<file path="src/hw/rtl/tfsp_pkg.sv">
// ----------------------------------------------------------------------------
// tfsp_pkg
// shared types, constants and filter helper functions of the temperature filter block
// ----------------------------------------------------------------------------
package tfsp_pkg;

    localparam int SAMPLE_BITS = 16;
    localparam int TIME_BITS   = 32;
    localparam int SHIFT_BITS  = 4;
    localparam int IVAL_BITS   = 16;
    localparam int SLOPE_SCALE = 3600;
    localparam int MAG_BITS    = SAMPLE_BITS + 1 + 12;
    localparam int CFG_IDX_BITS = 3;

    localparam logic [CFG_IDX_BITS-1:0] CFG_FAST_SHIFT  = 3'd0;
    localparam logic [CFG_IDX_BITS-1:0] CFG_SLOW_SHIFT  = 3'd1;
    localparam logic [CFG_IDX_BITS-1:0] CFG_SLOPE_SHIFT = 3'd2;
    localparam logic [CFG_IDX_BITS-1:0] CFG_MIN_VALID   = 3'd3;
    localparam logic [CFG_IDX_BITS-1:0] CFG_MAX_VALID   = 3'd4;
    localparam logic [CFG_IDX_BITS-1:0] CFG_INTERVAL    = 3'd5;

    typedef logic signed [SAMPLE_BITS-1:0] t_smp;

    typedef struct packed {
        logic                  ok;
        t_smp                  sample;
        logic [TIME_BITS-1:0]  now;
        logic                  ack_max;
        logic                  ack_min;
    } t_cmd;

    typedef struct packed {
        logic connected;
        t_smp fast_value;
        t_smp slow_value;
        t_smp slope_value;
        logic max_found;
        t_smp max_value;
        logic min_found;
        t_smp min_value;
    } t_res;

    function automatic t_smp sat17(input logic signed [SAMPLE_BITS+1:0] v);
        logic signed [SAMPLE_BITS+1:0] hi;
        logic signed [SAMPLE_BITS+1:0] lo;
        hi = (SAMPLE_BITS+2)'((1 <<< (SAMPLE_BITS-1)) - 1);
        lo = -hi - (SAMPLE_BITS+2)'(1);
        if (v > hi) return hi[SAMPLE_BITS-1:0];
        if (v < lo) return lo[SAMPLE_BITS-1:0];
        return v[SAMPLE_BITS-1:0];
    endfunction

    function automatic t_smp ema(input t_smp x, input t_smp p, input logic [SHIFT_BITS-1:0] s);
        logic signed [SAMPLE_BITS+1:0] d;
        d = {{2{x[SAMPLE_BITS-1]}}, x} - {{2{p[SAMPLE_BITS-1]}}, p};
        d = d >>> s;
        return sat17({{2{p[SAMPLE_BITS-1]}}, p} + d);
    endfunction

endpackage

</file>
<file path="src/hw/rtl/tfsp_front.sv">
// ----------------------------------------------------------------------------
// tfsp_front
// accepts sample words, range checks them and pushes commands into a queue
// ----------------------------------------------------------------------------
module tfsp_front (
    input  logic                          i_clk,
    input  logic                          i_rst_n,
    input  logic                          i_valid,
    output logic                          o_stall,
    input  tfsp_pkg::t_smp                i_sample,
    input  logic                          i_present,
    input  logic [tfsp_pkg::TIME_BITS-1:0] i_now,
    input  logic                          i_ack_max,
    input  logic                          i_ack_min,
    input  tfsp_pkg::t_smp                i_min_valid,
    input  tfsp_pkg::t_smp                i_max_valid,
    output logic                          o_cmd_valid,
    output tfsp_pkg::t_cmd                o_cmd,
    input  logic                          i_cmd_pop
);
    tfsp_pkg::t_cmd r_q [2];
    logic           r_wp, r_rp;
    logic [1:0]     r_cnt;
    logic           push;
    tfsp_pkg::t_cmd c;

    assign o_stall     = (r_cnt == 2'd2);
    assign push        = i_valid && !o_stall;
    assign o_cmd_valid = (r_cnt != 2'd0);
    assign o_cmd       = r_q[r_rp];

    always_comb begin
        c.ok      = i_present && (i_sample >= i_min_valid) && (i_sample <= i_max_valid);
        c.sample  = i_sample;
        c.now     = i_now;
        c.ack_max = i_ack_max;
        c.ack_min = i_ack_min;
    end

    always_ff @(posedge i_clk) begin
        if (!i_rst_n) begin
            r_wp  <= 1'b0;
            r_rp  <= 1'b0;
            r_cnt <= 2'd0;
        end else begin
            if (push) r_wp <= ~r_wp;
            if (i_cmd_pop) r_rp <= ~r_rp;
            r_cnt <= r_cnt + 2'(push) - 2'(i_cmd_pop);
        end
        if (push) r_q[r_wp] <= c;
    end
endmodule

</file>
<file path="src/hw/rtl/tfsp_div.sv">
// ----------------------------------------------------------------------------
// tfsp_div
// restoring divider, one quotient bit per cycle
// ----------------------------------------------------------------------------
module tfsp_div (
    input  logic                          i_clk,
    input  logic                          i_rst_n,
    input  logic                          i_start,
    input  logic [tfsp_pkg::MAG_BITS-1:0]  i_num,
    input  logic [tfsp_pkg::TIME_BITS-1:0] i_den,
    output logic                          o_done,
    output logic [tfsp_pkg::MAG_BITS-1:0]  o_quo
);
    localparam int CNT_BITS = $clog2(tfsp_pkg::MAG_BITS + 1);
    logic [tfsp_pkg::MAG_BITS-1:0]  r_quo;
    logic [tfsp_pkg::TIME_BITS:0]   r_rem;
    logic [tfsp_pkg::TIME_BITS-1:0] r_den;
    logic [CNT_BITS-1:0]            r_cnt;
    logic                           r_busy, r_done;
    logic [tfsp_pkg::TIME_BITS:0]   sh, df;

    assign sh     = {r_rem[tfsp_pkg::TIME_BITS-1:0], r_quo[tfsp_pkg::MAG_BITS-1]};
    assign df     = sh - {1'b0, r_den};
    assign o_done = r_done;
    assign o_quo  = r_quo;

    always_ff @(posedge i_clk) begin
        if (!i_rst_n) begin
            r_busy <= 1'b0;
            r_done <= 1'b0;
            r_cnt  <= '0;
        end else begin
            r_done <= 1'b0;
            if (i_start) begin
                r_busy <= 1'b1;
                r_cnt  <= CNT_BITS'(tfsp_pkg::MAG_BITS);
            end else if (r_busy) begin
                r_cnt <= r_cnt - 1'b1;
                if (r_cnt == CNT_BITS'(1)) begin
                    r_busy <= 1'b0;
                    r_done <= 1'b1;
                end
            end
        end
        if (i_start) begin
            r_quo <= i_num;
            r_rem <= '0;
            r_den <= i_den;
        end else if (r_busy) begin
            if (!df[tfsp_pkg::TIME_BITS]) begin
                r_rem <= df;
                r_quo <= {r_quo[tfsp_pkg::MAG_BITS-2:0], 1'b1};
            end else begin
                r_rem <= sh;
                r_quo <= {r_quo[tfsp_pkg::MAG_BITS-2:0], 1'b0};
            end
        end
    end
endmodule

</file>
<file path="src/hw/rtl/tfsp_back.sv">
// ----------------------------------------------------------------------------
// tfsp_back
// filter state, slope sequencer and output register
// ----------------------------------------------------------------------------
module tfsp_back (
    input  logic                   i_clk,
    input  logic                   i_rst_n,
    input  logic                   i_cmd_valid,
    input  tfsp_pkg::t_cmd         i_cmd,
    output logic                   o_cmd_pop,
    input  logic [tfsp_pkg::SHIFT_BITS-1:0] i_fast_shift,
    input  logic [tfsp_pkg::SHIFT_BITS-1:0] i_slow_shift,
    input  logic [tfsp_pkg::SHIFT_BITS-1:0] i_slope_shift,
    input  logic [tfsp_pkg::IVAL_BITS-1:0]  i_interval,
    output logic                   o_valid,
    input  logic                   i_stall,
    output tfsp_pkg::t_res         o_res
);
    localparam int SB = tfsp_pkg::SAMPLE_BITS;
    localparam int MB = tfsp_pkg::MAG_BITS;
    localparam int TB = tfsp_pkg::TIME_BITS;

    typedef enum logic [2:0] {S_IDLE, S_MAG, S_DIV, S_FIN, S_OUT} t_st;
    t_st r_st;

    logic r_seeded, r_max_flag, r_min_flag, r_neg;
    tfsp_pkg::t_smp r_fast, r_slow, r_ref, r_prev, r_slope, r_max_hold, r_min_hold, r_x;
    tfsp_pkg::t_smp r_dref;
    logic [TB-1:0] r_last;
    logic [TB-1:0] r_elapsed;
    logic r_ok;

    tfsp_pkg::t_smp nf, ns;
    logic [TB-1:0]  elapsed;
    logic           trig;
    logic           div_go;
    logic signed [SB:0] d;
    logic [SB:0]    dmag;
    logic [MB-1:0]  mag;
    logic           dv_start, dv_done;
    logic [MB-1:0]  quo;
    logic [SB-1:0]  qsat;
    logic signed [SB+1:0] raw;

    assign o_cmd_pop = (r_st == S_IDLE) && i_cmd_valid;
    assign nf = r_seeded ? tfsp_pkg::ema(i_cmd.sample, r_fast, i_fast_shift) : i_cmd.sample;
    assign ns = r_seeded ? tfsp_pkg::ema(i_cmd.sample, r_slow, i_slow_shift) : i_cmd.sample;
    assign elapsed = i_cmd.now - r_last;
    assign trig = elapsed >= TB'(i_interval);
    assign div_go = trig && (elapsed != '0);
    assign d    = {r_slow[SB-1], r_slow} - {r_dref[SB-1], r_dref};
    assign dmag = d[SB] ? (SB+1)'(-d) : (SB+1)'(d);
    assign mag  = MB'(dmag) * MB'(tfsp_pkg::SLOPE_SCALE);
    assign dv_start = (r_st == S_MAG);
    assign qsat = (quo > MB'(1 << (SB-1))) ? SB'(1 << (SB-1)) : quo[SB-1:0];
    assign raw  = r_neg ? -(SB+2)'({2'b0, qsat}) : (SB+2)'({2'b0, qsat});

    tfsp_div u_div (
        .i_clk(i_clk), .i_rst_n(i_rst_n), .i_start(dv_start),
        .i_num(mag), .i_den(r_elapsed), .o_done(dv_done), .o_quo(quo)
    );

    assign o_valid = (r_st == S_OUT);
    always_comb begin
        o_res.connected   = r_ok;
        o_res.fast_value  = r_fast;
        o_res.slow_value  = r_slow;
        o_res.slope_value = r_slope;
        o_res.max_found   = r_max_flag;
        o_res.max_value   = r_max_hold;
        o_res.min_found   = r_min_flag;
        o_res.min_value   = r_min_hold;
    end

    always_ff @(posedge i_clk) begin
        if (!i_rst_n) begin
            r_st <= S_IDLE;
            r_seeded <= 1'b0; r_max_flag <= 1'b0; r_min_flag <= 1'b0;
            r_fast <= '0; r_slow <= '0; r_ref <= '0; r_prev <= '0; r_slope <= '0;
            r_max_hold <= '0; r_min_hold <= '0; r_last <= '0; r_ok <= 1'b0;
            r_neg <= 1'b0; r_x <= '0; r_dref <= '0; r_elapsed <= '0;
        end else begin
            unique case (r_st)
                S_IDLE: begin
                    if (o_cmd_pop) begin
                        r_ok <= i_cmd.ok;
                        r_x  <= i_cmd.sample;
                        if (i_cmd.ack_max) r_max_flag <= 1'b0;
                        if (i_cmd.ack_min) r_min_flag <= 1'b0;
                        if (i_cmd.ok) begin
                            r_seeded <= 1'b1;
                            r_fast <= nf;
                            r_slow <= ns;
                            if (!r_seeded) r_prev <= i_cmd.sample;
                            if (trig) begin
                                r_ref  <= ns;
                                r_last <= i_cmd.now;
                            end else if (!r_seeded) begin
                                r_ref <= i_cmd.sample;
                            end
                            r_dref    <= r_seeded ? r_ref : i_cmd.sample;
                            r_elapsed <= elapsed;
                            r_st      <= div_go ? S_MAG : S_FIN;
                        end else begin
                            r_st <= S_OUT;
                        end
                    end
                end
                S_MAG: begin
                    r_neg <= d[SB];
                    r_st  <= S_DIV;
                end
                S_DIV: begin
                    if (dv_done) begin
                        r_slope <= tfsp_pkg::ema(tfsp_pkg::sat17(raw), r_slope, i_slope_shift);
                        r_st <= S_FIN;
                    end
                end
                S_FIN: begin
                    if (!r_max_flag && r_prev < r_fast && r_fast >= r_x) begin
                        r_max_hold <= r_fast; r_max_flag <= 1'b1;
                    end
                    if (!r_min_flag && r_prev > r_fast && r_fast <= r_x) begin
                        r_min_hold <= r_fast; r_min_flag <= 1'b1;
                    end
                    r_prev <= r_fast;
                    r_st <= S_OUT;
                end
                S_OUT: begin
                    if (!i_stall) r_st <= S_IDLE;
                end
                default: r_st <= S_IDLE;
            endcase
        end
    end
endmodule

</file>
<file path="src/hw/rtl/temp_filter_slope_peak.sv">
// ----------------------------------------------------------------------------
// temp_filter_slope_peak
// temperature sample filter with fast/slow averages, slope and peak latches
//
// channel  direction  handshake
// in       input      i_valid / o_stall
// out      output     o_valid / i_stall
// cfg      input      i_cfg_valid / o_cfg_ready
//
// a rejected word goes S_IDLE, S_OUT in the back end; an accepted one goes
// S_IDLE, S_FIN, S_OUT; one that divides for the slope adds S_MAG (setup)
// and S_DIV (29-step divider); commands pass through a two-entry queue
// synchronous active-low reset sets control and state registers to defaults
// output stall holds the result; input is taken while the queue has room
// ----------------------------------------------------------------------------
module temp_filter_slope_peak (
    input  logic        i_clk,
    input  logic        i_rst_n,
    input  logic        i_valid,
    output logic        o_stall,
    input  tfsp_pkg::t_smp i_sample,
    input  logic        i_sample_present,
    input  logic [tfsp_pkg::TIME_BITS-1:0] i_now_seconds,
    input  logic        i_ack_max,
    input  logic        i_ack_min,
    output logic        o_valid,
    input  logic        i_stall,
    output logic        o_connected,
    output tfsp_pkg::t_smp o_fast_value,
    output tfsp_pkg::t_smp o_slow_value,
    output tfsp_pkg::t_smp o_slope_value,
    output logic        o_max_found,
    output tfsp_pkg::t_smp o_max_value,
    output logic        o_min_found,
    output tfsp_pkg::t_smp o_min_value,
    input  logic        i_cfg_valid,
    output logic        o_cfg_ready,
    input  logic [tfsp_pkg::CFG_IDX_BITS-1:0] i_cfg_index,
    input  logic [15:0] i_cfg_data
);
    logic [tfsp_pkg::SHIFT_BITS-1:0] r_fast_shift, r_slow_shift, r_slope_shift;
    tfsp_pkg::t_smp r_min_valid, r_max_valid;
    logic [tfsp_pkg::IVAL_BITS-1:0] r_interval;
    logic cmd_valid, cmd_pop;
    tfsp_pkg::t_cmd cmd;
    tfsp_pkg::t_res res;

    assign o_cfg_ready = 1'b1;

    always_ff @(posedge i_clk) begin
        if (!i_rst_n) begin
            r_fast_shift <= 4'd1; r_slow_shift <= 4'd4; r_slope_shift <= 4'd3;
            r_min_valid <= -16'sd320; r_max_valid <= 16'sd800; r_interval <= 16'd10;
        end else if (i_cfg_valid) begin
            unique case (i_cfg_index)
                tfsp_pkg::CFG_FAST_SHIFT:  r_fast_shift  <= i_cfg_data[3:0];
                tfsp_pkg::CFG_SLOW_SHIFT:  r_slow_shift  <= i_cfg_data[3:0];
                tfsp_pkg::CFG_SLOPE_SHIFT: r_slope_shift <= i_cfg_data[3:0];
                tfsp_pkg::CFG_MIN_VALID:   r_min_valid   <= i_cfg_data;
                tfsp_pkg::CFG_MAX_VALID:   r_max_valid   <= i_cfg_data;
                tfsp_pkg::CFG_INTERVAL:    r_interval    <= i_cfg_data;
                default: ;
            endcase
        end
    end

    tfsp_front u_front (
        .i_clk(i_clk), .i_rst_n(i_rst_n), .i_valid(i_valid), .o_stall(o_stall),
        .i_sample(i_sample), .i_present(i_sample_present), .i_now(i_now_seconds),
        .i_ack_max(i_ack_max), .i_ack_min(i_ack_min),
        .i_min_valid(r_min_valid), .i_max_valid(r_max_valid),
        .o_cmd_valid(cmd_valid), .o_cmd(cmd), .i_cmd_pop(cmd_pop)
    );

    tfsp_back u_back (
        .i_clk(i_clk), .i_rst_n(i_rst_n), .i_cmd_valid(cmd_valid), .i_cmd(cmd),
        .o_cmd_pop(cmd_pop), .i_fast_shift(r_fast_shift), .i_slow_shift(r_slow_shift),
        .i_slope_shift(r_slope_shift), .i_interval(r_interval),
        .o_valid(o_valid), .i_stall(i_stall), .o_res(res)
    );

    assign o_connected   = res.connected;
    assign o_fast_value  = res.fast_value;
    assign o_slow_value  = res.slow_value;
    assign o_slope_value = res.slope_value;
    assign o_max_found   = res.max_found;
    assign o_max_value   = res.max_value;
    assign o_min_found   = res.min_found;
    assign o_min_value   = res.min_value;
endmodule

</file>
<file path="config.mk">
export PLATFORM = sky130hd
export DESIGN_NAME = temp_filter_slope_peak
export DESIGN_NICKNAME = d
export VERILOG_FILES = /design/src/hw/rtl/tfsp_pkg.sv /design/src/hw/rtl/tfsp_front.sv /design/src/hw/rtl/tfsp_div.sv /design/src/hw/rtl/tfsp_back.sv /design/src/hw/rtl/temp_filter_slope_peak.sv
export SDC_FILE = /design/constraint.sdc
export NUM_CORES = 2
export LEC_CHECK = 0
export BUFFER_PORTS_ARGS = -buffer_cell sky130_fd_sc_hd__buf_2
export CAP_MARGIN = 30
export CORE_UTILIZATION = 35
export DETAILED_ROUTE_END_ITERATION = 16
export GPL_ROUTABILITY_DRIVEN = 0
export PLACE_DENSITY = 0.5
export REMOVE_ABC_BUFFERS = 1
export SYNTH_ARGS = -nofsm -noshare
export SYNTH_HDL_FRONTEND = slang
export SYNTH_SLANG_ARGS = --single-unit
</file>
<file path="constraint.sdc">
create_clock -name i_clk -period 13.36 [get_ports i_clk]
set_input_delay 0.668 -clock i_clk [delete_from_list [all_inputs] [get_ports i_clk]]
set_output_delay 0.668 -clock i_clk [all_outputs]
set_load 0.005 [all_outputs]
</file>
-- Word-level counts from Yosys, hierarchy flattened
Memories as Yosys holds them, arrays and structs flattened. A register that Yosys moved wholly into a read port is not among the register bits.
Cells that the tools add are included.
- multipliers: 1
- bitwise gates (word level): 4
- $lt $le $gt $ge: 16
- eq/ne operators: 20
- add/subtract/negate cells: 14
- reduce and logical (&&, ||, !) cells: 36
- multiplexer cells: 82
- shifts and indexed selects: 3
- operators by type and width (kind ; count):
    2-to-1 mux 16 bit ; 27
    greater-than comparator 18 x 16 -> 1 bit, second input constant ; 4
    < comparator 18 x 16 -> 1 bit, second input constant ; 4
    subtractor 16 x 16 -> 17 bit ; 4
    2-to-1 mux 29 bit ; 2
    adder 18 bit ; 3
    >>> shifter 18 x 4 -> 18 bit ; 3
    2-to-1 mux 1 bit ; 39
    subtractor 33 x 32 -> 33 bit ; 1
    >= comparator 16 bit ; 2
    >= comparator 32 x 16 -> 1 bit ; 1
    <= comparator 16 bit ; 2
    2-to-1 mux 32 bit ; 1
    case mux 16 bit (2 select lines) ; 1
    nonzero test 32 bit ; 1
    subtractor 32 bit ; 1
    greater-than comparator 29 x 16 -> 1 bit, second input constant ; 1
    multiplier 17 x 8 -> 25 bit, second input constant ; 1
    AND reduction 2 bit ; 10
    2-to-1 mux 18 bit ; 1
    negator 16 -> 18 bit ; 1
    2-to-1 mux 17 bit ; 1
    negator 17 bit ; 1
    greater-than comparator 16 bit ; 1
    25 further kinds ; 63
- logic and storage cells: 211
- memories kept: 1
- input bits: 75
- RAM bits: 102
- register bits: 380
- output and inout bits: 86
- memory list (memory ; words ; bits a word ; read ports ; clocked after memory_dff ; write ports ; line ; source):
    u_front.r_q ; 2 ; 51 ; 1 ; 1 ; 1 ; tfsp_front.sv:21 ; tfsp_pkg::t_cmd r_q [2];

-- Logic depth before layout (Yosys ltp)
- depth in word-level cells: 32
- gate-level depth with buffers: 41
- gate-level depth less buffers: 39

-- Modules after synthesis
A second synthesis with hierarchy kept.
- cell total of the unflattened synthesis: 4186
- area total of the unflattened synthesis: 36032.1 µm²
- by module, submodules not included (module ; cells an instance ; area each (µm²) ; instances ; seq. area each (µm²)):
    tfsp_back ; 3078 ; 23029.6 ; 1 ; 4324.1
    tfsp_div ; 575 ; 5884.4 ; 1 ; 2612.5
    tfsp_front ; 295 ; 4704.5 ; 1 ; 3163.0
    temp_filter_slope_peak ; 238 ; 2413.6 ; 1 ; 1201.2

-- Worst setup path after synthesis
OpenSTA, ideal clock, no wires.
- path type: register -> register
- from: register u_back.u_div.r_quo, in the netlist u_back.u_div.o_quo[4]
- to: register u_back.r_slope[4]
- period minus slack after synthesis: 9.125 ns
- library setup time: 0.142 ns
- arrival time: 8.983 ns
- path slack: 4.235 ns
- path buffers: 3
- stages on the path, launching flop included: 41
- required time: 13.218 ns
- cell sequence: edfxtp_1 > or3_1 > or3_1 > or4_1 > or3_1 > a21oi_2 > clkbuf_1 > nand2_1 > ha_1 > nand2_1 > nand2_1 > nand2_1 > o21ai_1 > clkbuf_1 > nand2_1 > ha_1 > nor2b_1 > o21a_1 > (+5 left out) > nand3_1 > a21oi_1 > nand2_1 > a211o_1 > ha_1 > fa_1 > a21o_1 > a211oi_1 > nor3_1 > o31ai_1 > a21oi_1 > a41o_1 > or3_1 > a21oi_1 > nor3_1 > a21oi_1 > clkbuf_1 > a311oi_1
- cells in the longest elaborated chain, start to end: 26
- elaborated cells on any way between the ends: 38
- those cells by class: 3 x add/sub; 5 x order compare; 1 x shift; 29 x mux
- ends and longest elaborated chain (element ; line ; source):
    start: declaration ; tfsp_div.sv:15 ; logic [tfsp_pkg::MAG_BITS-1:0] r_quo;
    start signal: assignment ; tfsp_div.sv:46 ; r_quo <= i_num;
    start signal: assignment ; tfsp_div.sv:52 ; r_quo <= {r_quo[tfsp_pkg::MAG_BITS-2:0], 1'b1};
    start signal: assignment ; tfsp_div.sv:55 ; r_quo <= {r_quo[tfsp_pkg::MAG_BITS-2:0], 1'b0};
    greater-than comparator 29 x 16 -> 1 bit ; tfsp_back.sv:55 ; assign qsat = (quo > MB'(1 << (SB-1))) ? SB'(1 << (SB-1)) : quo[SB-1:0];
    2-to-1 mux 16 bit (*) ; tfsp_back.sv:55 ;
    negator 16 -> 18 bit ; tfsp_back.sv:56 ; assign raw = r_neg ? -(SB+2)'({2'b0, qsat}) : (SB+2)'({2'b0, qsat});
    2-to-1 mux 18 bit (*) ; tfsp_back.sv:56 ;
    < comparator 18 x 16 -> 1 bit ; tfsp_pkg.sv:49 ; if (v < lo) return lo[SAMPLE_BITS-1:0];
    2-to-1 mux 1 bit (2 in a row) ; tfsp_pkg.sv:49 ;
    2-to-1 mux 1 bit ; tfsp_back.sv:114 ; if (dv_done) begin
    2-to-1 mux 1 bit ; tfsp_back.sv:83 ; unique case (r_st)
    (+8 left out) ; - ;
    adder 18 bit (*) ; tfsp_pkg.sv:57 ; return sat17({{2{p[SAMPLE_BITS-1]}}, p} + d);
    < comparator 18 x 16 -> 1 bit ; tfsp_pkg.sv:49 ;
    2-to-1 mux 1 bit (2 in a row) ; tfsp_pkg.sv:49 ;
    2-to-1 mux 1 bit ; tfsp_back.sv:114 ;
    2-to-1 mux 1 bit ; tfsp_back.sv:83 ;
    2-to-1 mux 1 bit ; tfsp_back.sv:76 ; if (!i_rst_n) begin
    2-to-1 mux 16 bit ; tfsp_pkg.sv:50 ; return v[SAMPLE_BITS-1:0];
    2-to-1 mux 16 bit (*) ; tfsp_pkg.sv:49 ;
    end signal: assignment ; tfsp_back.sv:115 ; r_slope <= tfsp_pkg::ema(tfsp_pkg::sat17(raw), r_slope, i_slope_shift);
    end: declaration ; tfsp_back.sv:27 ; tfsp_pkg::t_smp r_fast, r_slow, r_ref, r_prev, r_slope, r_max_hold, r_min_hold, r_x;
Every way passes the cells marked *; elsewhere a longest branch is shown, timed or not. The select of a mux whose other input is x is not followed.
A chain may end at the register's enable or synchronous reset.

-- Worst setup path in the final report
- from: register u_back.u_div.r_quo, in the netlist u_back.u_div.o_quo[4]
- to: register u_back.r_slope[1]
The elaborated chain is that of the path after synthesis.

==> summary.md <==
| Metric | Value |
|---|---|
| Critical path startpoint | u_back.u_div.o_quo[4] |
| Hold_sp | i_now_seconds[21] |
| FFs w/ async S/R, synth | 0% |
| RSZ-0062 raised after global routing | no |
| EDFF count, synth | 159 |
| Synth top area share | 18.8% |
| Crit Path Category | flop to flop |
| WL/cell | 18.2 microns |
| Status | completed |
| Post-route DRC | 0 |
| Final ANT Viol Nets | 0 |
| Final period util | 80.5% |
| Sink Count | 483 |
| Largest net degree at the start of global routing | 89 |
| Dominant cell type by area after synthesis | dfxtp_1 |
| Htree depth | 2 |
| Post-layout net count | 4545 |
| Sequential share of the synthesized area | 32.7% |
| Setup violations, final | 0 |
| Root buffer selected by CTS | clkbuf_16 |
| Cells after synthesis | 4017 |
| Reg2Reg Launch Point | u_back.u_div.o_quo[4] |
| TNS Setup | 0 ns |
| Cts hold-fix bufs | 0 |
| Initial cell density of the core | 35.5% |
| CP peak stage delay | 0.99 ns |
| DR vias/cell | 5.28 |
| Cell area after layout | 0.0386 sq mm |
| Post-Syn Area | 0.0345 sq mm |
| Top area cells in the synthesized netlist | dfxtp_1 19%, edfxtp_1 14%, ha_1 12% |
| Die area | 0.0997 sq mm |
| Slew Viols, Final | 0 |
| First-pass GRT wire length | 156 mm |
| Via Count | 28700 |
| Critical path arrival | 11.24 ns |
| Initial DRC count | 1904 |
| Buffers added on ports | 159 |
| Placed Cells | 5323 |
| Layout cell share with drive strength beyond 1 | 10.3% |
| HPWL after DPL | 72.8 mm |
| Hold Path Class | input port to flop |
| R2R depth | 38 |
| Crit-path leading delay family | compound AO/OA/AOI/OAI gates |
| Post-synth top cells | 433 x nand2_1, 345 x inv_1, 342 x a21oi_1, 328 x ha_1, 324 x dfxtp_1 |
| Top-count cell post-synth | nand2_1 |
| WL final | 99.0 mm |
| DP Worst Slack | 2.72 ns |
| Worst slew pin tran | 1.15 ns |
| Slowest-stage cell, CP | a2111oi_0 |
| Most frequent CP cell | nand2_1 |
| Worst path depth | 38 |
| Die width | 316 microns |
| Unique cell type count in the Yosys netlist | 97 |
| GRT overflow | 0 |
| Final min period | 10.76 ns |
| TritonCTS clock tree | built |
| CTS buffer count | 58 |
| Vias in the first global route | 27100 |
| Clk pin slew, worst setup/hold paths | 0.06 ns |
| Fmax | 0.0930 GHz |
| Critical-path maximum fanout | 17 |
| Relative slew slack | 21.6% |
| Worst Clk Skew | 0.0556 ns |
| Post-cts sizing count | 0 |
| Hold Path Stages | 1 |
| Crit path buf inv count | 1 |
| Fillers | 9896 |
| Postcts setup bufs | 0 |
| Total track usage | 19.7% |
| Placed Area | 0.0366 sq mm |
| Worst EP required | 13.84 ns |
| Clock Latency Late Sink | 0.68 ns |
| Flops & latches, synth | 483 |
| Startpoint type of the worst setup path | flop |
| R2r setup slk | 2.60 ns |
| Total of max-cap violations | 0 |
| Core box area | 0.0971 sq mm |
| # IOs | 161 |
| Worst setup EP type | flop |
| Syn-to-layout area delta | 11.9% |
| Yosys warns | 0 |
| Drt pass-1 iters | 5 |
| CTS Buffer Depth | 3 |
| Non-Filler Instances | 5431 |
| Syn_area_per_cell | 8.58 sq um |
| Top_reg_cell synth | dfxtp_1 |
| Site Rows | 114 |
| Setup WS post-layout | 2.60 ns |
| Initial antenna violation count | 6 |
| Fin. Hold Viols | 0 |
| Die Ht | 316 microns |
## cell type report
class                      instances  area, sq um  share of cell area [%]
multi-input combinational       3007        21200                    55.0
clock inverter                    27          292                   0.756
inverter                         349         1320                    3.41
timing repair buffer             208         1210                    3.13
antenna                            1         2.50                 0.00649
clock buffer                      80         1660                    4.30
tap                             1276         1600                    4.14
sequential                       483        11300                    29.2
## flip-flops by register name, summed over array words and instances, names as in the netlist, 29 cells and up, named ones only
name                count
u_back.u_div.o_quo     29
u_back.r_last          32
u_back.u_div.r_den     32
u_front.r_q           102
u_back.u_div.r_rem     32
u_back.r_elapsed       32
## kinds of logic after synthesis
| group | share of synthesized area, % |
|---|---|
| muxes | 6.69 |
| xor gates and xnor gates | 4.63 |
| AOI/OAI and AO/OA | 19.6 |
| DFF | 32.7 |
| adders and majority gates | 13.9 |
| other | 0.0109 |
| and+or+nand+nor | 16.6 |
| buffers and inverters | 5.83 |
## metal layers
layer,global-route usage (%),share of wire [%],vias to the layer above
met2,30.9,44,563
met1,27.7,48,13400
met5,0,0.063,-
li1,-,-,14600
met4,5.75,2.6,10
met3,3.14,5.0,125
## cell usage in the layout, fill, tap and decap left out, types with 11 or more instances in the layout
cell type and count:
a211o_1 11, or2_2 18, ha_1 328, fa_1 35
clkbuf_16 59, nand2_1 432, and3_1 32, o21bai_1 13
dfxtp_1 322, mux2_2 49, a311oi_1 19, clkinv_2 14
o211ai_1 65, o21ai_0 166, a221o_1 22, nand3_1 96
or3_1 42, nand2b_1 45, buf_4 44, xor2_1 68
edfxtp_1 159, inv_1 343, o31ai_1 52, buf_2 158
nor3_1 76, a31oi_1 26, xnor2_1 113, nor2_1 288
a211oi_1 62, nor4_1 31, and2_1 29, mux4_2 12
nand4_1 37, nor2b_1 43, o21ai_1 15, o21a_1 52
a21o_1 68, mux2i_1 148, a21oi_1 342
## through the flow
step	utilization [%]	hold slack, ns
floorplan	-	0.408
global placement	37.6	0.412
detailed placement	37.7	0.414
CTS	39.7	0.124
global route	39.7	0.139
finish	39.7	0.181
## worst paths after layout
path,endpoint
max,u_back.r_slope[1]
min,u_front.r_q[0][23]
max reg2reg,u_back.r_slope[1]
min reg2reg,u_back.u_div.r_den[12]
Power is left out: the tool's default activity adds up to more than one toggle a clock period on the data nets, which glitch-free logic cannot reach.
